$ cat src/rtl/core/mme_pkg.sv
`default_nettype none

package mme_pkg;

    localparam int IDX_W     = 3;
    localparam int DIM_W     = 4;
    localparam int SUM_W     = 35;
    localparam int CFG_IDX_W = 2;
    localparam int ADDR_C_W  = 2 * IDX_W + 1;

    localparam logic [DIM_W-1:0] DIM_RESET = 4'd8;

    localparam logic [CFG_IDX_W-1:0] CFG_ROWS_A    = 2'd0;
    localparam logic [CFG_IDX_W-1:0] CFG_COLS_B    = 2'd1;
    localparam logic [CFG_IDX_W-1:0] CFG_INNER_DIM = 2'd2;

    typedef enum logic [1:0] {
        OP_WRITE_A = 2'd0,
        OP_WRITE_B = 2'd1,
        OP_COMPUTE = 2'd2,
        OP_NONE    = 2'd3
    } op_t;

    typedef enum logic {
        BK_IDLE = 1'b0,
        BK_RUN  = 1'b1
    } back_state_t;

    typedef struct packed {
        op_t              kind;
        logic [IDX_W-1:0] row;
        logic [IDX_W-1:0] col;
    } cmd_t;

    typedef struct packed {
        logic             first;
        logic             last_k;
        logic             last_c;
        logic [IDX_W-1:0] row;
        logic [IDX_W-1:0] col;
    } tag_t;

endpackage

`default_nettype wire

$ cat src/rtl/core/mme_ram.sv
`default_nettype none

module mme_ram #(
    parameter int WIDTH = 16,
    parameter int DEPTH = 64
) (
    input  wire logic                                clk,
    input  wire logic                                we,
    input  wire logic [(DEPTH > 1 ? $clog2(DEPTH) : 1)-1:0] waddr,
    input  wire logic [WIDTH-1:0]                    wdata,
    input  wire logic                                re,
    input  wire logic [(DEPTH > 1 ? $clog2(DEPTH) : 1)-1:0] raddr,
    output logic      [WIDTH-1:0]                    rdata
);

    logic [WIDTH-1:0] mem [DEPTH];
    logic [WIDTH-1:0] rdata_reg;

    always_ff @(posedge clk)
    begin
        if (we)
        begin
            mem[waddr] <= wdata;
        end
        if (re)
        begin
            rdata_reg <= mem[raddr];
        end
    end

    assign rdata = rdata_reg;

endmodule

`default_nettype wire

$ cat src/rtl/core/mme_front.sv
`default_nettype none

module mme_front
    import mme_pkg::*;
#(
    parameter int MAX_DIM       = 8,
    parameter int ELEMENT_WIDTH = 16
) (
    input  wire logic                     clk,
    input  wire logic                     rst_n,
    input  wire logic                     in_valid,
    output logic                          in_ready,
    input  wire logic [1:0]               operation,
    input  wire logic [IDX_W-1:0]         row_index,
    input  wire logic [IDX_W-1:0]         col_index,
    input  wire logic [ELEMENT_WIDTH-1:0] element_value,
    output logic                          cmd_valid,
    input  wire logic                     cmd_ready,
    output cmd_t                          cmd,
    output logic [ELEMENT_WIDTH-1:0]      cmd_value
);

    localparam int QD = 2;

    cmd_t                     q_cmd_reg [QD];
    logic [ELEMENT_WIDTH-1:0] q_val_reg [QD];
    logic                     wr_ptr_reg;
    logic                     rd_ptr_reg;
    logic [1:0]               cnt_reg;
    logic [1:0]               cnt_next;
    logic                     in_range;
    logic                     keep;
    logic                     push;
    logic                     pop;
    cmd_t                     cmd_in;

    assign in_range = ({1'b0, row_index} < DIM_W'(MAX_DIM))
                   && ({1'b0, col_index} < DIM_W'(MAX_DIM));

    always_comb
    begin
        case (op_t'(operation))
            OP_WRITE_A: keep = in_range;
            OP_WRITE_B: keep = in_range;
            OP_COMPUTE: keep = 1'b1;
            default:    keep = 1'b0;
        endcase
    end

    assign cmd_in.kind = op_t'(operation);
    assign cmd_in.row  = row_index;
    assign cmd_in.col  = col_index;

    assign in_ready  = (cnt_reg != 2'(QD));
    assign push      = in_valid && in_ready && keep;
    assign cmd_valid = (cnt_reg != 2'd0);
    assign pop       = cmd_valid && cmd_ready;
    assign cmd       = q_cmd_reg[rd_ptr_reg];
    assign cmd_value = q_val_reg[rd_ptr_reg];

    always_comb
    begin
        cnt_next = cnt_reg;
        if (push && !pop)
        begin
            cnt_next = cnt_reg + 2'd1;
        end
        else if (pop && !push)
        begin
            cnt_next = cnt_reg - 2'd1;
        end
    end

    always_ff @(posedge clk or negedge rst_n)
    begin
        if (!rst_n)
        begin
            wr_ptr_reg <= 1'b0;
            rd_ptr_reg <= 1'b0;
            cnt_reg    <= 2'd0;
        end
        else
        begin
            cnt_reg <= cnt_next;
            if (push)
            begin
                wr_ptr_reg <= ~wr_ptr_reg;
            end
            if (pop)
            begin
                rd_ptr_reg <= ~rd_ptr_reg;
            end
        end
    end

    always_ff @(posedge clk)
    begin
        if (push)
        begin
            q_cmd_reg[wr_ptr_reg] <= cmd_in;
            q_val_reg[wr_ptr_reg] <= element_value;
        end
    end

endmodule

`default_nettype wire

$ cat src/rtl/core/mme_back.sv
`default_nettype none

module mme_back
    import mme_pkg::*;
#(
    parameter int MAX_DIM       = 8,
    parameter int ELEMENT_WIDTH = 16
) (
    input  wire logic                     clk,
    input  wire logic                     rst_n,
    input  wire logic [DIM_W-1:0]         dim_m,
    input  wire logic [DIM_W-1:0]         dim_n,
    input  wire logic [DIM_W-1:0]         dim_k,
    input  wire logic                     cmd_valid,
    output logic                          cmd_ready,
    input  wire cmd_t                     cmd,
    input  wire logic [ELEMENT_WIDTH-1:0] cmd_value,
    output logic                          out_valid,
    input  wire logic                     out_ready,
    output logic [IDX_W-1:0]              out_row,
    output logic [IDX_W-1:0]              out_col,
    output logic signed [SUM_W-1:0]       dot_sum,
    output logic                          last
);

    localparam int DEPTH = MAX_DIM * MAX_DIM;
    localparam int AW    = DEPTH > 1 ? $clog2(DEPTH) : 1;
    localparam int PW    = 2 * ELEMENT_WIDTH;
    localparam int XW    = PW > SUM_W ? PW : SUM_W;
    localparam logic [ADDR_C_W-1:0] DIM_C = ADDR_C_W'(MAX_DIM);

    back_state_t state_reg;
    back_state_t state_next;
    logic [IDX_W-1:0] i_reg, i_next;
    logic [IDX_W-1:0] j_reg, j_next;
    logic [IDX_W-1:0] kk_reg, kk_next;

    logic stall;
    logic issue;
    logic a_we;
    logic b_we;
    logic last_i;
    logic last_j;
    logic last_k;
    logic dims_ok;

    logic [ADDR_C_W-1:0]      wr_addr_full;
    logic [ADDR_C_W-1:0]      a_raddr_full;
    logic [ADDR_C_W-1:0]      b_raddr_full;
    logic [ELEMENT_WIDTH-1:0] a_rdata;
    logic [ELEMENT_WIDTH-1:0] b_rdata;

    logic                 s1_valid_reg;
    tag_t                 s1_tag_reg;
    tag_t                 tag_issue;
    logic                 s2_valid_reg;
    tag_t                 s2_tag_reg;
    logic signed [PW-1:0] s2_prod_reg;
    logic signed [PW-1:0] prod;
    logic signed [XW-1:0] prod_x;
    logic [SUM_W-1:0]     acc_reg;
    logic [SUM_W-1:0]     sum;

    logic                 out_valid_reg;
    logic [IDX_W-1:0]     out_row_reg;
    logic [IDX_W-1:0]     out_col_reg;
    logic [SUM_W-1:0]     out_sum_reg;
    logic                 out_last_reg;

    assign stall   = out_valid_reg && !out_ready;
    assign last_i  = ({1'b0, i_reg}  == (dim_m - DIM_W'(1)));
    assign last_j  = ({1'b0, j_reg}  == (dim_n - DIM_W'(1)));
    assign last_k  = ({1'b0, kk_reg} == (dim_k - DIM_W'(1)));
    assign dims_ok = (dim_m != '0) && (dim_n != '0) && (dim_k != '0);

    always_ff @(posedge clk or negedge rst_n)
    begin
        if (!rst_n)
        begin
            state_reg <= BK_IDLE;
            i_reg     <= '0;
            j_reg     <= '0;
            kk_reg    <= '0;
        end
        else
        begin
            state_reg <= state_next;
            i_reg     <= i_next;
            j_reg     <= j_next;
            kk_reg    <= kk_next;
        end
    end

    always_comb
    begin
        state_next = state_reg;
        i_next     = i_reg;
        j_next     = j_reg;
        kk_next    = kk_reg;
        cmd_ready  = 1'b0;
        a_we       = 1'b0;
        b_we       = 1'b0;
        issue      = 1'b0;
        case (state_reg)
            BK_IDLE:
            begin
                cmd_ready = 1'b1;
                if (cmd_valid)
                begin
                    case (cmd.kind)
                        OP_WRITE_A: a_we = 1'b1;
                        OP_WRITE_B: b_we = 1'b1;
                        OP_COMPUTE:
                        begin
                            if (dims_ok)
                            begin
                                state_next = BK_RUN;
                                i_next     = '0;
                                j_next     = '0;
                                kk_next    = '0;
                            end
                        end
                        default: ;
                    endcase
                end
            end
            BK_RUN:
            begin
                if (!stall)
                begin
                    issue = 1'b1;
                    if (last_k)
                    begin
                        kk_next = '0;
                        if (last_j)
                        begin
                            j_next = '0;
                            if (last_i)
                            begin
                                i_next     = '0;
                                state_next = BK_IDLE;
                            end
                            else
                            begin
                                i_next = i_reg + IDX_W'(1);
                            end
                        end
                        else
                        begin
                            j_next = j_reg + IDX_W'(1);
                        end
                    end
                    else
                    begin
                        kk_next = kk_reg + IDX_W'(1);
                    end
                end
            end
            default: state_next = BK_IDLE;
        endcase
    end

    assign wr_addr_full = ADDR_C_W'(cmd.row) * DIM_C + ADDR_C_W'(cmd.col);
    assign a_raddr_full = ADDR_C_W'(i_reg) * DIM_C + ADDR_C_W'(kk_reg);
    assign b_raddr_full = ADDR_C_W'(kk_reg) * DIM_C + ADDR_C_W'(j_reg);

    mme_ram #(
        .WIDTH (ELEMENT_WIDTH),
        .DEPTH (DEPTH)
    ) u_a_ram (
        .clk   (clk),
        .we    (a_we),
        .waddr (wr_addr_full[AW-1:0]),
        .wdata (cmd_value),
        .re    (issue),
        .raddr (a_raddr_full[AW-1:0]),
        .rdata (a_rdata)
    );

    mme_ram #(
        .WIDTH (ELEMENT_WIDTH),
        .DEPTH (DEPTH)
    ) u_b_ram (
        .clk   (clk),
        .we    (b_we),
        .waddr (wr_addr_full[AW-1:0]),
        .wdata (cmd_value),
        .re    (issue),
        .raddr (b_raddr_full[AW-1:0]),
        .rdata (b_rdata)
    );

    assign tag_issue.first  = (kk_reg == '0);
    assign tag_issue.last_k = last_k;
    assign tag_issue.last_c = last_i && last_j;
    assign tag_issue.row    = i_reg;
    assign tag_issue.col    = j_reg;

    assign prod   = $signed(a_rdata) * $signed(b_rdata);
    assign prod_x = XW'(s2_prod_reg);
    assign sum    = (s2_tag_reg.first ? '0 : acc_reg) + prod_x[SUM_W-1:0];

    always_ff @(posedge clk or negedge rst_n)
    begin
        if (!rst_n)
        begin
            s1_valid_reg  <= 1'b0;
            s2_valid_reg  <= 1'b0;
            out_valid_reg <= 1'b0;
        end
        else if (!stall)
        begin
            s1_valid_reg  <= issue;
            s2_valid_reg  <= s1_valid_reg;
            out_valid_reg <= s2_valid_reg && s2_tag_reg.last_k;
        end
    end

    always_ff @(posedge clk)
    begin
        if (!stall)
        begin
            s1_tag_reg  <= tag_issue;
            s2_tag_reg  <= s1_tag_reg;
            s2_prod_reg <= prod;
            if (s2_valid_reg)
            begin
                acc_reg <= sum;
            end
            if (s2_valid_reg && s2_tag_reg.last_k)
            begin
                out_row_reg  <= s2_tag_reg.row;
                out_col_reg  <= s2_tag_reg.col;
                out_sum_reg  <= sum;
                out_last_reg <= s2_tag_reg.last_c;
            end
        end
    end

    assign out_valid = out_valid_reg;
    assign out_row   = out_row_reg;
    assign out_col   = out_col_reg;
    assign dot_sum   = out_sum_reg;
    assign last      = out_last_reg;

endmodule

`default_nettype wire

$ cat src/rtl/core/matrix_multiply_engine_unit.sv
// Load beat: registered into the queue, then written to its store the cycle the back end takes it.
// Compute beat: one multiply-accumulate per cycle in the back end while the output does not stall,
// through the single read port of each store; each result passes the store read, product and output registers in turn.
// Output stalls freeze the whole multiply-accumulate pipe.
// Reset: sizes return to 8, queue and pipe empty; store contents undefined until loaded.
`default_nettype none

module matrix_multiply_engine_unit
    import mme_pkg::*;
#(
    parameter int MAX_DIM       = 8,
    parameter int ELEMENT_WIDTH = 16
) (
    input  wire logic                     clk,
    input  wire logic                     rst_n,
    input  wire logic                     cfg_we,
    input  wire logic [CFG_IDX_W-1:0]     cfg_index,
    input  wire logic [DIM_W-1:0]         cfg_data,
    input  wire logic                     in_valid,
    output logic                          in_ready,
    input  wire logic [1:0]               operation,
    input  wire logic [IDX_W-1:0]         row_index,
    input  wire logic [IDX_W-1:0]         col_index,
    input  wire logic signed [ELEMENT_WIDTH-1:0] element_value,
    output logic                          out_valid,
    input  wire logic                     out_ready,
    output logic [IDX_W-1:0]              out_row,
    output logic [IDX_W-1:0]              out_col,
    output logic signed [SUM_W-1:0]       dot_sum,
    output logic                          last
);

    localparam logic [DIM_W-1:0] DIM_MAX = DIM_W'(MAX_DIM);

    logic [DIM_W-1:0]         rows_a_reg;
    logic [DIM_W-1:0]         cols_b_reg;
    logic [DIM_W-1:0]         inner_dim_reg;
    logic [DIM_W-1:0]         dim_m;
    logic [DIM_W-1:0]         dim_n;
    logic [DIM_W-1:0]         dim_k;
    logic                     cmd_valid;
    logic                     cmd_ready;
    cmd_t                     cmd;
    logic [ELEMENT_WIDTH-1:0] cmd_value;

    always_ff @(posedge clk or negedge rst_n)
    begin
        if (!rst_n)
        begin
            rows_a_reg    <= DIM_RESET;
            cols_b_reg    <= DIM_RESET;
            inner_dim_reg <= DIM_RESET;
        end
        else if (cfg_we)
        begin
            case (cfg_index)
                CFG_ROWS_A:    rows_a_reg    <= cfg_data;
                CFG_COLS_B:    cols_b_reg    <= cfg_data;
                CFG_INNER_DIM: inner_dim_reg <= cfg_data;
                default: ;
            endcase
        end
    end

    assign dim_m = (rows_a_reg    > DIM_MAX) ? DIM_MAX : rows_a_reg;
    assign dim_n = (cols_b_reg    > DIM_MAX) ? DIM_MAX : cols_b_reg;
    assign dim_k = (inner_dim_reg > DIM_MAX) ? DIM_MAX : inner_dim_reg;

    mme_front #(
        .MAX_DIM       (MAX_DIM),
        .ELEMENT_WIDTH (ELEMENT_WIDTH)
    ) u_front (
        .clk           (clk),
        .rst_n         (rst_n),
        .in_valid      (in_valid),
        .in_ready      (in_ready),
        .operation     (operation),
        .row_index     (row_index),
        .col_index     (col_index),
        .element_value (element_value),
        .cmd_valid     (cmd_valid),
        .cmd_ready     (cmd_ready),
        .cmd           (cmd),
        .cmd_value     (cmd_value)
    );

    mme_back #(
        .MAX_DIM       (MAX_DIM),
        .ELEMENT_WIDTH (ELEMENT_WIDTH)
    ) u_back (
        .clk       (clk),
        .rst_n     (rst_n),
        .dim_m     (dim_m),
        .dim_n     (dim_n),
        .dim_k     (dim_k),
        .cmd_valid (cmd_valid),
        .cmd_ready (cmd_ready),
        .cmd       (cmd),
        .cmd_value (cmd_value),
        .out_valid (out_valid),
        .out_ready (out_ready),
        .out_row   (out_row),
        .out_col   (out_col),
        .dot_sum   (dot_sum),
        .last      (last)
    );

    // unused op codes never reach the back end
    a_no_null_cmd: assert property (@(posedge clk) disable iff (!rst_n)
        cmd_valid |-> cmd.kind != OP_NONE)
        else $error("null command queued");

    // out-of-range loads are dropped at the front
    a_load_in_range: assert property (@(posedge clk) disable iff (!rst_n)
        cmd_valid && (cmd.kind == OP_WRITE_A || cmd.kind == OP_WRITE_B)
        |-> ({1'b0, cmd.row} < DIM_MAX) && ({1'b0, cmd.col} < DIM_MAX))
        else $error("out-of-range load queued");

    // an accepted compute beat is queued
    a_compute_queued: assert property (@(posedge clk) disable iff (!rst_n)
        in_valid && in_ready && operation == OP_COMPUTE |=> cmd_valid)
        else $error("compute beat lost");

endmodule

`default_nettype wire
$ cat config.mk
export PLATFORM = sky130hd
export DESIGN_NAME = matrix_multiply_engine_unit
export DESIGN_NICKNAME = d
export VERILOG_FILES = /design/src/rtl/core/mme_pkg.sv /design/src/rtl/core/mme_ram.sv /design/src/rtl/core/mme_front.sv /design/src/rtl/core/mme_back.sv /design/src/rtl/core/matrix_multiply_engine_unit.sv
export SDC_FILE = /design/constraint.sdc
export NUM_CORES = 2
export LEC_CHECK = 0
export BUFFER_PORTS_ARGS = -buffer_cell sky130_fd_sc_hd__buf_2
export CORE_ASPECT_RATIO = 1.2
export CORE_MARGIN = 4
export CORE_UTILIZATION = 63
export DETAILED_ROUTE_END_ITERATION = 8
export PLACE_DENSITY_LB_ADDON = 0.3
export SYNTH_ARGS = -nofsm -noshare
export SYNTH_HDL_FRONTEND = slang
export SYNTH_SLANG_ARGS = --single-unit
export TNS_END_PERCENT = 100
$ cat constraint.sdc
create_clock -name clk -period 8.4 [get_ports clk]
set_input_delay 0.42 -clock clk [delete_from_list [all_inputs] [get_ports clk]]
set_output_delay 0.42 -clock clk [all_outputs]
set_load 0.01 [all_outputs]
==> results.yml <==
floorplan:
  rows: 158
  die_height_um: 440
  start_util: 0.634
  die_area_mm2: 0.162
  coreArea_mm2: 0.154
  die_w_um: 368
  io_pins: 79
timing:
  period_minus_slack_ps: 6690
  setup_viol: 0
  relSlewSlack: 0.0136
  fin_crit_sh: 0.796
  hold_viol: 0
  fin_skew_ps: 40.9
  fmax_mhz: 150
  rsz0062_at_grt: "no"
  fin_setup_tns_ps: 0
  setup_ws_ps: 1710
  worstMarginPinSlew_ps: 1480
  finalMaxSlewViolations: 0
place:
  io_buffers: 78
  place_ws_ps: 1790
  hpwl_mm: 134
  gp_congestion: 0.846
cells_and_area:
  reg.largest.list: "u_back.u_a_ram.mem (1024), u_back.u_b_ram.mem (1024)"
  nNetsFinal: 5487
  final_cell_mix: "2255 x edfxtp_1, 672 x mux4_2, 325 x inv_1"
  drive_gt1_frac: 0.243
  final_common_cell: "edfxtp_1"
  area_growth_syn_to_layout_pct: 10.7
synthesis:
  yosysTopAreaCell: "edfxtp_1"
  yosysTopAreaCellShare: 0.692
  syn_inst: 4788
  syn_avg_cell_area_um2: 20.4
  synth_area_leaders: "edfxtp_1 69%, mux4_2 15%, fa_1 5.4%"
  synthArstFlopShare: 0.0127
  ys_seq_area_frac: 0.700
  synth_seq_cells: 2284
  synth_top_flop_cell: "edfxtp_1"
  yosys_warnings: 0
  synth_area_mm2: 0.0978
  synth_nets: 5211
  synthDistinctLibCells: 68
  synth_edf_count: 2255
outcome:
  status: "finished with violations"
  failed_checks: "capacitance limit"
clock_network:
  postCtsSetupBuffers: 0
  htreeDepth: 4
  cts-root-buf: "clkbuf_16"
  cts_tree: "built"
  clkLatencyLatePin_ps: 850
  cts_buffers: 204
  clock_sinks: 2284
  clk_pin_slew_ps: 60
  clk_path_buf_depth: 3
setup_path:
  end_kind: "flip-flop"
  crit_fanout: 16
  critPathRequiredTime_ps: 8960
  worst-setup-path-type: "reg -> reg"
  startpoint_type: "flip-flop"
  arrival_ps: 7240
detailed_routing:
  via_per_inst: 6.76
  dr.pass1.iters: 6
  dr_total_vias: 49399
  avgRoutedWirePerCell_um: 33.1
  wirelength_mm: 242
  drt-initial-drc-count: 7090
  drc: 0
  postRouteAntennaNets: 0
global_route:
  antenna_found_initial: 10
  grt_pass1_wl_mm: 356
  grt_max_degree: 148
  globalRouteTotalUtil: 0.306
  gr-total-overflow: 0
  grt_pass1_vias: 51187
run:
  cap_viol_max_count: 1
worst_hold_path:
  holdCritPathClass: "in -> reg"
per-layer routing:
metal	track usage	vias up	routed length, µm	part of all wire
met4	0.121	6	11000	0.045
met2	0.507	3553	123000	0.51
met5	0	-	41	0.00017
li1	-	19434	-	-
met3	0.0631	669	24600	0.10
met1	0.408	25737	83800	0.35
path summary, 6_finish.rpt:
kind	start	end	slack, ps	cells past startpoint
min in group asynchronous	rst_n	u_back.j_reg[2]	160	2
max	u_back.u_b_ram.rdata[1]	u_back.s2_prod_reg[31]	1710	20
min	cfg_we	inner_dim_reg[1]	90	3
max in group asynchronous	rst_n	u_back.i_reg[0]	7740	2
max reg2reg	u_back.u_b_ram.rdata[1]	u_back.s2_prod_reg[31]	1710	20
min reg2reg	u_back.s2_tag_reg[2]	u_back.out_col[2]	420	0
per-stage QoR:
stage | util | area, µm² | hold WS [ps] | cells
global route | 0.702 | 108000 | 75.8 | 7302
floorplan | - | 97800 | 124 | 4788
CTS | 0.702 | 108000 | 24.1 | 7302
global placement | 0.656 | 101000 | 403 | 6905
finish | 0.702 | 108000 | 89.2 | 7307
detailed placement | 0.656 | 101000 | 406 | 6905
layout make-up:
type	instances	area, µm²
Clock buffer	244	5340
Inverter	327	1230
Tap cell	2080	2600
Antenna cell	5	12.5
Clock inverter	120	1320
Fill cell	8765	46100
Sequential cell	2284	68500
Timing Repair Buffer	263	1920
Multi-Input combinational cell	1984	27400
worst max-delay path, stage by stage, from the launching register on:
cell	delay (ps)
edfxtp_1	630
nand2_1	210
inv_1	100
fa_1	710
fa_1	510
fa_1	510
fa_1	510
fa_1	500
inv_1	50
fa_1	470
inv_1	40
ha_1	350
nand4_1	180
nor4_1	260
a21oi_1	110
and2_1	220
o21ai_1	220
a31oi_1	220
o31a_1	330
mux2i_1	140
o311ai_1	120
kinds of logic after synthesis:
kind of cell | count (synthesis) | synth area share
buffers and inverters | 520 | 0.0214
XOR/XNOR | 82 | 0.00734
adder cells (fa/ha/maj) | 388 | 0.0698
AND/OR/NAND/NOR | 611 | 0.0297
flip-flops | 2284 | 0.700
multiplexers | 709 | 0.159
AO/OA/AOI/OAI | 194 | 0.0132
repair_timing:
action | CTS | global route
gates resized for setup | 0 | 0
hold buffers | 33 | 0
hold endpoints to repair | 90 | 0
synth_stat cells, types with 3 or more instances:
cell	instances
a21o_1	22
fa_1	263
nand4_1	3
mux2i_1	4
a31oi_1	4
xor2_1	21
o21ai_1	16
a211oi_1	6
buf_1	27
buf_2	50
o21bai_1	10
dfrtp_1	26
o21a_1	14
edfxtp_1	2255
and2_1	133
dfstp_2	3
ha_1	125
nor2_1	183
nand2_1	170
mux4_2	672
xnor2_1	61
o21ai_0	20
a21oi_1	56
or3_1	4
nand2b_1	26
buf_6	4
nor3_1	9
nand3_1	23
mux2_2	33
clkbuf_1	100
and3_1	5
o31ai_1	3
inv_1	326
nor2b_1	47
buf_4	12
o32ai_1	8
Power is not shown: default switching activity piles up to over one toggle a cycle in this logic, so the estimate is an artifact.
